===== config.mk =====
export PLATFORM = sky130hd
export DESIGN_NAME = ipv4_receive_header_check
export DESIGN_NICKNAME = d
export VERILOG_FILES = /design/src/ipv4rhc_pkg.sv /design/src/ipv4rhc_tracker.sv /design/src/ipv4_receive_header_check.sv
export SDC_FILE = /design/constraint.sdc
export NUM_CORES = 1
export LEC_CHECK = 0
export ABC_AREA = 1
export BUFFER_PORTS_ARGS = -buffer_cell sky130_fd_sc_hd__buf_2
export CAP_MARGIN = 5
export CORE_AREA = 10 10 158 160
export DETAILED_ROUTE_END_ITERATION = 8
export DIE_AREA = 0 0 168 170
export GPL_ROUTABILITY_DRIVEN = 1
export HOLD_SLACK_MARGIN = 0.02
export PLACE_DENSITY = 0.77
export SLEW_MARGIN = 20
export SYNTH_ARGS = -nofsm -noshare
export SYNTH_HDL_FRONTEND = slang
export SYNTH_HIERARCHICAL = 1
export SYNTH_SLANG_ARGS = --single-unit

===== constraint.sdc =====
create_clock -name clk -period 5.3 [get_ports clk]
set_input_delay 1.06 -clock clk [delete_from_list [all_inputs] [get_ports clk]]
set_output_delay 1.06 -clock clk [all_outputs]
set_load 0.01 [all_outputs]

===== src/ipv4rhc_pkg.sv =====
// Shared types and codes for the IPv4 receive header check.
`timescale 1ns / 1ps

package ipv4rhc_pkg;

  typedef enum logic [2:0] {
    ST_OK       = 3'd0,
    ST_VERSION  = 3'd1,
    ST_ADDRESS  = 3'd2,
    ST_CHECKSUM = 3'd3,
    ST_LENGTH   = 3'd4
  } status_t;

  typedef enum logic [1:0] {
    PC_UDP   = 2'd0,
    PC_TCP   = 2'd1,
    PC_ICMP  = 2'd2,
    PC_OTHER = 2'd3
  } proto_class_t;

  localparam logic [7:0] PROTO_UDP  = 8'd17;
  localparam logic [7:0] PROTO_TCP  = 8'd6;
  localparam logic [7:0] PROTO_ICMP = 8'd1;

  localparam logic [3:0] IP_VERSION = 4'd4;
  localparam logic [3:0] IHL_MIN    = 4'd5;

  localparam logic [0:0] REG_OWN_ADDRESS = 1'd0;

  typedef struct packed {
    logic         vld;
    status_t      status;
    proto_class_t proto_class;
    logic [5:0]   header_bytes;
    logic [15:0]  payload_bytes;
  } result_t;

endpackage


===== src/ipv4rhc_tracker.sv =====
// Header field capture, checksum accumulation and verdict logic per header beat.
`timescale 1ns / 1ps

module ipv4rhc_tracker (
  input  logic                 clk,
  input  logic                 rst_n,
  input  logic                 beat_vld,
  input  logic                 step_en,
  input  logic [15:0]          word,
  input  logic                 first,
  input  logic [15:0]          frame_bytes,
  input  logic [31:0]          own_address,
  output ipv4rhc_pkg::result_t res
);

  import ipv4rhc_pkg::*;

  localparam logic [4:0] WPOS_TOTAL_LEN = 5'd1;
  localparam logic [4:0] WPOS_PROTOCOL  = 5'd4;
  localparam logic [4:0] WPOS_DEST_HI   = 5'd8;
  localparam logic [4:0] WPOS_DEST_LO   = 5'd9;

  logic [4:0]  word_count_r,    word_count_nxt;
  logic [20:0] sum_acc_r,       sum_acc_nxt;
  logic [3:0]  ihl_words_r,     ihl_words_nxt;
  logic [15:0] total_len_r,     total_len_nxt;
  logic [7:0]  protocol_byte_r, protocol_byte_nxt;
  logic [31:0] dest_addr_r,     dest_addr_nxt;
  logic [15:0] frame_len_r,     frame_len_nxt;
  logic        verdict_given_r, verdict_given_nxt;

  function automatic logic checksum_bad(input logic [20:0] s);
    logic [16:0] f;
    logic [15:0] f2;
    f  = {12'd0, s[20:16]} + {1'b0, s[15:0]};
    f2 = f[15:0] + {15'd0, f[16]};
    return f2 != 16'hFFFF;
  endfunction

  function automatic proto_class_t classify(input logic [7:0] p);
    proto_class_t c;
    case (p)
      PROTO_UDP:  c = PC_UDP;
      PROTO_TCP:  c = PC_TCP;
      PROTO_ICMP: c = PC_ICMP;
      default:    c = PC_OTHER;
    endcase
    return c;
  endfunction

  always_comb begin
    logic [5:0] hdr_bytes;
    word_count_nxt    = word_count_r;
    sum_acc_nxt       = sum_acc_r;
    ihl_words_nxt     = ihl_words_r;
    total_len_nxt     = total_len_r;
    protocol_byte_nxt = protocol_byte_r;
    dest_addr_nxt     = dest_addr_r;
    frame_len_nxt     = frame_len_r;
    verdict_given_nxt = verdict_given_r;
    res               = '0;
    hdr_bytes         = '0;
    if (first) begin
      ihl_words_nxt     = word[11:8];
      frame_len_nxt     = frame_bytes;
      sum_acc_nxt       = {5'd0, word};
      word_count_nxt    = 5'd1;
      total_len_nxt     = '0;
      protocol_byte_nxt = '0;
      dest_addr_nxt     = '0;
      if (word[15:12] != IP_VERSION || word[11:8] < IHL_MIN) begin
        verdict_given_nxt = 1'b1;
        res.vld           = 1'b1;
        res.status        = ST_VERSION;
        res.header_bytes  = {word[11:8], 2'b00};
      end else begin
        verdict_given_nxt = 1'b0;
      end
    end else if (!verdict_given_r) begin
      case (word_count_r)
        WPOS_TOTAL_LEN: total_len_nxt = word;
        WPOS_PROTOCOL:  protocol_byte_nxt = word[7:0];
        WPOS_DEST_HI:   dest_addr_nxt[31:16] = word;
        WPOS_DEST_LO:   dest_addr_nxt[15:0] = word;
        default: ;
      endcase
      sum_acc_nxt    = sum_acc_r + {5'd0, word};
      word_count_nxt = word_count_r + 5'd1;
      if (word_count_nxt == {ihl_words_r, 1'b0}) begin
        hdr_bytes         = {ihl_words_r, 2'b00};
        verdict_given_nxt = 1'b1;
        res.vld           = 1'b1;
        res.proto_class   = classify(protocol_byte_nxt);
        res.header_bytes  = hdr_bytes;
        if (dest_addr_nxt != own_address) begin
          res.status = ST_ADDRESS;
        end else if (checksum_bad(sum_acc_nxt)) begin
          res.status = ST_CHECKSUM;
        end else if (total_len_nxt > frame_len_r || total_len_nxt < {10'd0, hdr_bytes}) begin
          res.status = ST_LENGTH;
        end else begin
          res.status        = ST_OK;
          res.payload_bytes = total_len_nxt - {10'd0, hdr_bytes};
        end
      end
    end
    res.vld = res.vld & beat_vld;
  end

  always_ff @(posedge clk) begin
    if (!rst_n) begin
      word_count_r    <= '0;
      sum_acc_r       <= '0;
      ihl_words_r     <= '0;
      total_len_r     <= '0;
      protocol_byte_r <= '0;
      dest_addr_r     <= '0;
      frame_len_r     <= '0;
      verdict_given_r <= 1'b1;
    end else if (step_en) begin
      word_count_r    <= word_count_nxt;
      sum_acc_r       <= sum_acc_nxt;
      ihl_words_r     <= ihl_words_nxt;
      total_len_r     <= total_len_nxt;
      protocol_byte_r <= protocol_byte_nxt;
      dest_addr_r     <= dest_addr_nxt;
      frame_len_r     <= frame_len_nxt;
      verdict_given_r <= verdict_given_nxt;
    end
  end

endmodule


===== src/ipv4_receive_header_check.sv =====
// IPv4 receive header check: input register, header tracker, result register, APB register.
// A verdict passes through the input register and the result register before out_valid.
// Throughput: one header beat per cycle; the tracker's single add-and-check pass sets it.
// A beat stalls only while a verdict waits in the full result register.
// rst_n (synchronous) clears all control and header state; own_address resets to zero.
`timescale 1ns / 1ps

module ipv4_receive_header_check (
  input  logic        clk,
  input  logic        rst_n,
  input  logic        in_valid,
  output logic        in_ready,
  input  logic [15:0] in_word,
  input  logic        in_first,
  input  logic [15:0] in_frame_bytes,
  output logic        out_valid,
  input  logic        out_ready,
  output logic [2:0]  out_status,
  output logic [1:0]  out_proto_class,
  output logic [5:0]  out_header_bytes,
  output logic [15:0] out_payload_bytes,
  input  logic        cfg_psel,
  input  logic        cfg_penable,
  input  logic        cfg_pwrite,
  input  logic [2:0]  cfg_paddr,
  input  logic [31:0] cfg_pwdata,
  output logic [31:0] cfg_prdata,
  output logic        cfg_pready
);

  import ipv4rhc_pkg::*;

  logic [31:0] own_address_r;
  logic        s1_vld_r;
  logic [15:0] s1_word_r;
  logic        s1_first_r;
  logic [15:0] s1_frame_r;
  logic        out_vld_r;
  logic [2:0]  out_status_r;
  logic [1:0]  out_proto_r;
  logic [5:0]  out_hdr_r;
  logic [15:0] out_payload_r;
  logic        s1_go;
  logic        step_en;
  logic        out_load;
  result_t     res;

  assign cfg_pready = 1'b1;
  assign cfg_prdata = (cfg_paddr[2] == REG_OWN_ADDRESS) ? own_address_r : '0;

  always_ff @(posedge clk) begin
    if (!rst_n) begin
      own_address_r <= '0;
    end else if (cfg_psel && cfg_penable && cfg_pwrite && cfg_pready &&
                 cfg_paddr[2] == REG_OWN_ADDRESS) begin
      own_address_r <= cfg_pwdata;
    end
  end

  assign s1_go    = !res.vld || !out_vld_r || out_ready;
  assign step_en  = s1_vld_r && s1_go;
  assign in_ready = !s1_vld_r || s1_go;
  assign out_load = step_en && res.vld;

  always_ff @(posedge clk) begin
    if (!rst_n) begin
      s1_vld_r <= 1'b0;
    end else if (in_ready) begin
      s1_vld_r <= in_valid;
    end
  end

  always_ff @(posedge clk) begin
    if (in_ready && in_valid) begin
      s1_word_r  <= in_word;
      s1_first_r <= in_first;
      s1_frame_r <= in_frame_bytes;
    end
  end

  ipv4rhc_tracker u_tracker (
    .clk         (clk),
    .rst_n       (rst_n),
    .beat_vld    (s1_vld_r),
    .step_en     (step_en),
    .word        (s1_word_r),
    .first       (s1_first_r),
    .frame_bytes (s1_frame_r),
    .own_address (own_address_r),
    .res         (res)
  );

  always_ff @(posedge clk) begin
    if (!rst_n) begin
      out_vld_r <= 1'b0;
    end else if (out_load) begin
      out_vld_r <= 1'b1;
    end else if (out_ready) begin
      out_vld_r <= 1'b0;
    end
  end

  always_ff @(posedge clk) begin
    if (out_load) begin
      out_status_r  <= res.status;
      out_proto_r   <= res.proto_class;
      out_hdr_r     <= res.header_bytes;
      out_payload_r <= res.payload_bytes;
    end
  end

  assign out_valid         = out_vld_r;
  assign out_status        = out_status_r;
  assign out_proto_class   = out_proto_r;
  assign out_header_bytes  = out_hdr_r;
  assign out_payload_bytes = out_payload_r;

endmodule


==> results.md, run 1 <==
* Total track usage at 21.7%
* Status: finished, violations left
* Register area share after synthesis at between 30% and 40%
* Hold WC Path Type: reg -> reg
* Fin cells at 2,068
* Root Driver: clkbuf_16
* Critical-path maximum fanout at 8
* Synth Instances at about 1,600
* Crit path max-delay cell type: edfxtp_1
* Final setup skew at 0.0107 ns
* Max Freq at about 180 MHz
* Worst path most repeated cell: buf_4
* Drt drc at 0
* IO buf count at between 100 and 150
* Hold slack at 0.468 ns
* Failing checks: setup timing
* Final setup margin at -0.244 ns
* Slew at the pin closest to its max-slew limit at 0.973 ns
* # Max-Cap Violations at 0
* CTS Sinks at 197
* Overflow after GRT at 0
* CTS tree: done
* Placed cells at ~2,000
* CTS Hold Bufs at 0
* Initial Util at 53.5%
* Synthesized area at 11,600 µm²
* Initial antenna violation count at 1
* Syn. warnings at 6
* Fin. max-slew vios at 0
* Unrepaired setup endpoints after global routing: yes
* Iter 0 DRT Violations at 909
* Final min period at 5.54 ns
* Worst Setup Start Kind: register
* Routed len/inst at 15.4 µm
* Core area at roughly 22,000 µm²
* Final Setup Violations at 18
* CTS Buffer Depth at 2
* Largest net degree at the start of global routing at 65
* DPL Wire Length at 22,700 µm
* First-pass GRT wire length at 51,500 µm
* Core Rows at 54
* Most common cell after layout, fill and taps aside: nand2_1
* Final instance area at 14,000 µm²
* Worst Path Arrival at 5.84 ns
* WL final at 31,900 µm
* Die width at 168 µm
* EDFF count, synth at 60
* CP bufs+invs at 18
* Vias in the first global route at 10,300
* Clock Pin Slew Worst Setup and Hold Paths at 0.07 ns
* I/O pins at 137
* CP peak stage delay at 0.36 ns
* Slew margin rel. at 34.4%
* P_leak at roughly 6.4 nW
* Core Util, Final at 64.7%
* Final Hold Viols at 0
* Inserted Diodes at 0
* Layout cells sized above 1 at around 25%
* Power Density at 257 nW/µm²
* Die H at 170 µm
* Final period util at 105%
* Worst Path Class, Setup: reg -> reg
* Area added between synthesis and finish at 20.8%
* Die area at 28,600 µm²
* Routability-driven placement congestion ratio at between 0.9 and 1
* Maximum VDD drop at between 0.2 and 0.25 mV
* Required arrival time at the worst endpoint at 5.60 ns
* Synth cell types at 53
* Synth Flop Type: dfxtp_1
* Routed Antenna Nets at 0
* Post-DR vias/cell at 5.18
* Placed cell area at 12,900 µm²
* Via count at 10,700
* First drt pass iteration count at 5
* Avg Inst Size Synth at 7.41 µm²
* Worst skew pair latency at 0.43 ns
* Asr flop ratio synth at 0%
* Synth Register Bits at about 200
* Most frequent cells in the layout: nand2_1, inv_1, nor2_1, dfxtp_1, buf_2
* Htree depth at 4
* Final nets at roughly 1,900
* Delay-heaviest family, CP: buffers and inverters
* Crit. End Element: register
* CTS Buf Count at 17
-- cell type report --
type / instances / area, µm²
well taps: 280 / 350
repair buffers: 255 / 1610
fillers: 1787 / 7660
clock buffers: 20 / 458
inverters: 228 / 856
clock inverters: 12 / 136
flip-flops and latches: 197 / 4540
multi-input cells: 1076 / 6070
-- synthesized netlist by cell type (3+ instances only) --
library cell / instances / area share [%]
dfxtp_1: 137 / 24
nor2_2: 8 / 0.43
nand2_4: 4 / 0.39
o21bai_1: 3 / 0.19
nand4_1: 14 / 0.75
nand3_1: 87 / 3.8
nand2_2: 17 / 0.92
o21ai_1: 3 / 0.13
a21oi_2: 20 / 1.5
xor2_1: 33 / 2.5
ha_1: 46 / 5.0
o21ai_2: 3 / 0.23
buf_4: 5 / 0.32
inv_1: 217 / 7.0
buf_1: 3 / 0.097
o21a_1: 4 / 0.26
nand3_2: 4 / 0.34
o22ai_1: 12 / 0.65
fa_1: 3 / 0.52
nor3_1: 11 / 0.47
clkbuf_1: 37 / 1.2
a211oi_1: 4 / 0.26
or2_2: 28 / 1.5
buf_2: 10 / 0.43
nor2_1: 176 / 5.7
nor2_4: 16 / 1.6
inv_2: 9 / 0.29
edfxtp_1: 60 / 16
xnor2_1: 23 / 1.7
nor3_2: 3 / 0.26
nand2_1: 331 / 11
o21ai_0: 63 / 2.7
nand3b_1: 4 / 0.26
buf_6: 11 / 1.1
a31oi_1: 7 / 0.38
a21oi_1: 126 / 5.4
-- worst reg2reg max path, delay by kind of cell (launching register included) --
kind                       cells  cell delay (ns)
xor gates and xnor gates       2             0.41
adders and majority gates      3             0.78
DFF                            1             0.36
AOI/OAI and AO/OA              2             0.24
buffers and inverters         18             2.09
and+or+nand+nor               14             1.58
-- registers in the layout, summed over array words and instances (netlist names), 2 cells and up --
name	count
u_tracker/frame_len_r	16
u_tracker/dest_addr_r	32
out_payload_bytes	16
s1_word_r	16
u_tracker/protocol_byte_r	8
u_tracker/total_len_r	16
out_header_bytes	6
u_tracker/ihl_words_r	4
own_address_r	32
out_proto_class	2
s1_frame_r	16
out_status	3
u_tracker/sum_acc_r	21
u_tracker/word_count_r	5
-- worst paths after layout --
path / depth (start not counted) / start / slack [ns] / end
max: 39 / s1_word_r[0] / -0.24 / out_payload_bytes[10]
min: 2 / u_tracker/protocol_byte_r[0] / 0.47 / u_tracker/protocol_byte_r[0]
max reg2reg: 39 / s1_word_r[0] / -0.24 / out_payload_bytes[10]
min reg2reg: 2 / u_tracker/protocol_byte_r[0] / 0.47 / u_tracker/protocol_byte_r[0]
-- power breakdown --
part	internal, mW	switching (mW)
Combinational	0.253	0.435
Sequential	1.59	0.0265
Clock	0.694	0.602
Total	2.54	1.06
-- what timing repair did --
item,CTS,global route
endpoints found under the setup margin,19,19
gates resized for setup,29,24
buffers inserted,36,7
pin swaps,27,32
gates cloned,1,0
-- stage by stage --
stage	total power, mW	TNS, ns	worst slack, ns
CTS	3.59	-2.34	-0.173
floorplan	2.07	0	0.00141
global placement	2.26	-4.41	-0.266
global route	3.76	-8.50	-0.503
detailed placement	2.28	-7.42	-0.439
finish	3.61	-3.73	-0.244
-- cells by family after synthesis --
group,after synthesis,synth area share (%)
AND/OR/NAND/NOR,713,27.9
adder cells (fa/ha/maj),49,5.47
flip-flops,197,39.1
buffers and inverters,295,10.7
XOR/XNOR,56,4.22
other,2,0.0647
AO/OA/AOI/OAI,255,12.5
-- per-layer routing --
metal	vias up	GRT usage, %	share of wire, %
met5	-	0	0.041
met4	2	7.83	3.0
met3	72	4.65	8.0
met2	450	35.7	46
met1	4798	27.6	43
li1	5399	-	-
Note: power is estimated with default switching activity, not from simulation.
==> run 2, diff against run 1 <==
- REMOVE_ABC_BUFFERS: default -> 1
- SLEW_MARGIN: 20 -> default
==> run 2 against run 1 <==
Hold slack worse by 0.0032 ns; clock skew barely moved; non-clock buffer count fell by 24; register-to-register slack improved by 0.18 ns; count of clock-buffer cells in the layout is 2 lower; cell area down 1.9%; sequential share of layout area up 0.63 points; utilization decreased by 1.2 points; first-iteration DRC count shrank 7.7%; clock power fell by 6%; global-route usage is 0.48 points lower; the flow still finishes with violations (setup timing); sequential cell count is the same.
==> results.md, run 2 (synthesized netlist as in run 1, its figures left out) <==
* Status: finished, violations left
* Failing checks: setup timing
* Fin cells at 2,044 (-1.2%)
* Reg-to-Reg Start: s1_word_r[0]
* Placed cells at 1,988 (-0.25%)
* GRT busiest layer: met2
* Cells on Worst Hold Path at 2 (unchanged)
* Grt met1 use at 27.5% (about the same)
* Layout cells sized above 1 at 23.6% (-1.1 points)
* Logic pwr share at 18.8% (-0.3 points)
* P_leak at 6.23 nW (-2.0%)
* Slew at the pin closest to its max-slew limit at 1.16 ns (+0.188 ns)
* WL final at 31,000 µm (-2.9%)
* Most common cell after layout, fill and taps aside: nand2_1
* Grt met3 use at 4.22% (-0.44 points)
* Pwr Total at 3.50 mW (-2.8%)
* Final min period at 5.36 ns (-0.181 ns)
* Required arrival time at the worst endpoint at 5.60 ns (about the same)
* Initial antenna violation count at 0 (-1)
* Total track usage at 21.2% (-0.48 points)
* DP Worst Slack at -0.398 ns (+0.0412 ns)
* First-pass GRT wire length at 50,300 µm (-2.3%)
* CTS Hold Bufs at 0 (unchanged)
* Final setup margin at -0.0631 ns (+0.181 ns)
* Crit path max-delay cell type: edfxtp_1
* Unrepaired setup endpoints after global routing: yes
* P_sw at 1.06 mW (-0.55%)
* Final nets at 1,875 (-1.3%)
* Worst Setup Start Kind: register
* Slew margin rel. at 22.5% (-12 points)
* Initial Util at 53.5% (unchanged)
* Crit. End Element: register
* Vias in the first global route at 10,300 (-0.39%)
* Seq pwr share at 46.3% (+1.3 points)
* Post-DR vias/cell at 5.18 (-0.13%)
* Hold WC Path Type: reg -> reg
* Clock share of power at 34.9% (-1.1 points)
* Internal at 2.45 mW (-3.7%)
* Met2 usage at 34.9% (-0.86 points)
* Final Setup Violations at 17 (-1)
* Die width at 168 µm (unchanged)
* Routed Antenna Nets at 0 (unchanged)
* Worst Path Class, Setup: reg -> reg
* Final Hold Viols at 0 (unchanged)
* Root Driver: clkbuf_16
* Critical-path maximum fanout at 7 (-1)
* CTS Buf Count at 17 (unchanged)
* Htree depth at 4 (unchanged)
* Via count at 10,600 (-1.3%)
* Routability-driven placement congestion ratio at 0.958 (+3.0%)
* Worst Hold Endpoint: u_tracker/total_len_r[1]
* CTS Sinks at 197 (unchanged)
* CTS tree: done
* Maximum VDD drop at 0.201 mV (-5.4%)
* FF-to-FF End: out_payload_bytes[0]
* Most frequent cells in the layout: nand2_1, inv_1, nor2_1, dfxtp_1, buf_2
* First drt pass iteration count at 7 (+2)
* Die area at 28,600 µm² (unchanged)
* Final period util at 101% (-3.4 points)
* Biggest regs: own_address_r: 32 flops, u_tracker/dest_addr_r: 32 flops, u_tracker/sum_acc_r: 21 flops
* Largest net degree at the start of global routing at 65 (unchanged)
* Max Freq at 186 MHz (+3.4%)
* DPL Wire Length at 22,800 µm (+0.45%)
* Iter 0 DRT Violations at 839 (-7.7%)
* Die H at 170 µm (unchanged)
* # Max-Cap Violations at 0 (unchanged)
* Cells on worst reg2reg path at 39 (unchanged)
* CTS Buffer Depth at 2 (unchanged)
* Area added between synthesis and finish at 18.5%
* Worst skew pair latency at 0.43 ns (about the same)
* Worst R2R Setup Slack at -0.06 ns (+0.18 ns)
* Inserted Diodes at 0 (unchanged)
* Core area at 21,700 µm² (unchanged)
* I/O pins at 137 (unchanged)
* IO buf count at 133 (unchanged)
* Worst Path Arrival at 5.66 ns (-0.18 ns)
* Clock Pin Slew Worst Setup and Hold Paths at 0.07 ns (about the same)
* Drt drc at 0 (unchanged)
* Sw Ratio at 30.2% (+0.68 points)
* Fin. max-slew vios at 0 (unchanged)
* Core Rows at 54 (unchanged)
* CP peak stage delay at 0.36 ns (about the same)
* Overflow after GRT at 0 (unchanged)
* Worst path most repeated cell: buf_4
* Final setup skew at 0.0111 ns (+0.000338 ns)
* Routed len/inst at 15.2 µm (-1.7%)
* HP Start: u_tracker/total_len_r[1]
* Power Density at 255 nW/µm² (-0.90%)
## run 2: how the worst max path moves through the flow
stage | from | end | slack (ns) | depth (start not counted)
2_1_floorplan | s1_word_r[0] | out_payload_bytes[0] | -0.19 | 38
3_3_place_gp | s1_word_r[0] | out_payload_bytes[4] | -0.27 | 39
5_1_grt | s1_word_r[8] | out_payload_bytes[0] | -0.40 | 39
6_report | s1_word_r[0] | out_payload_bytes[0] | -0.06 | 39
3_5_place_dp | s1_word_r[0] | out_payload_bytes[0] | -0.40 | 39
4_1_cts | s1_word_r[0] | out_payload_bytes[15] | -0.03 | 37
## run 2: power groups by stage
stage               Sequential, mW  Clock [mW]  Combinational (mW)
finish                        1.62        1.22               0.661
global route                  1.63        1.30               0.732
CTS                           1.62        1.24               0.644
detailed placement            1.66           0               0.621
global placement              1.65           0               0.606
floorplan                     1.65           0               0.391
## run 2: layout make-up
| type | instances | area [µm²] |
|---|---|---|
| fill | 1869 | 7930 |
| multi-input combinational | 1076 | 6010 |
| sequential | 197 | 4540 |
| timing repair buffer | 231 | 1450 |
| inverter | 228 | 856 |
| clock buffer | 18 | 429 |
| tap | 280 | 350 |
| clock inverter | 14 | 120 |
## run 2: metrics by stage
stage | utilization (%) | cell area, µm² | setup TNS [ns] | hold WS [ns]
floorplan | - | 11200 | -2.88 | 0.435
global placement | 59.2 | 12800 | -4.34 | 0.451
detailed placement | 59.2 | 12800 | -6.51 | 0.454
CTS | 62.9 | 13600 | -0.105 | 0.466
global route | 63.4 | 13800 | -6.80 | 0.477
finish | 63.4 | 13800 | -0.641 | 0.465
## run 2: per-layer routing
layer	share of wire (%)	wire, µm
met2	46	14200
met4	2.8	854
met1	45	13900
met5	0	0
met3	6.9	2130
## run 2: what timing repair did
action | in CTS | in global routing
setup endpoints to repair | 19 | 19
buffers inserted | 20 | 4
resized for setup | 30 | 19
pin swaps | 22 | 18
## run 2: worst max-delay path: cells and delay by family, from the launching register on
family | cells | cell delay (ns)
flops | 1 | 0.36
xor+xnor | 2 | 0.33
compound gates | 2 | 0.22
simple gates | 15 | 1.49
buf+inv | 17 | 1.95
fa+ha+maj | 3 | 0.84
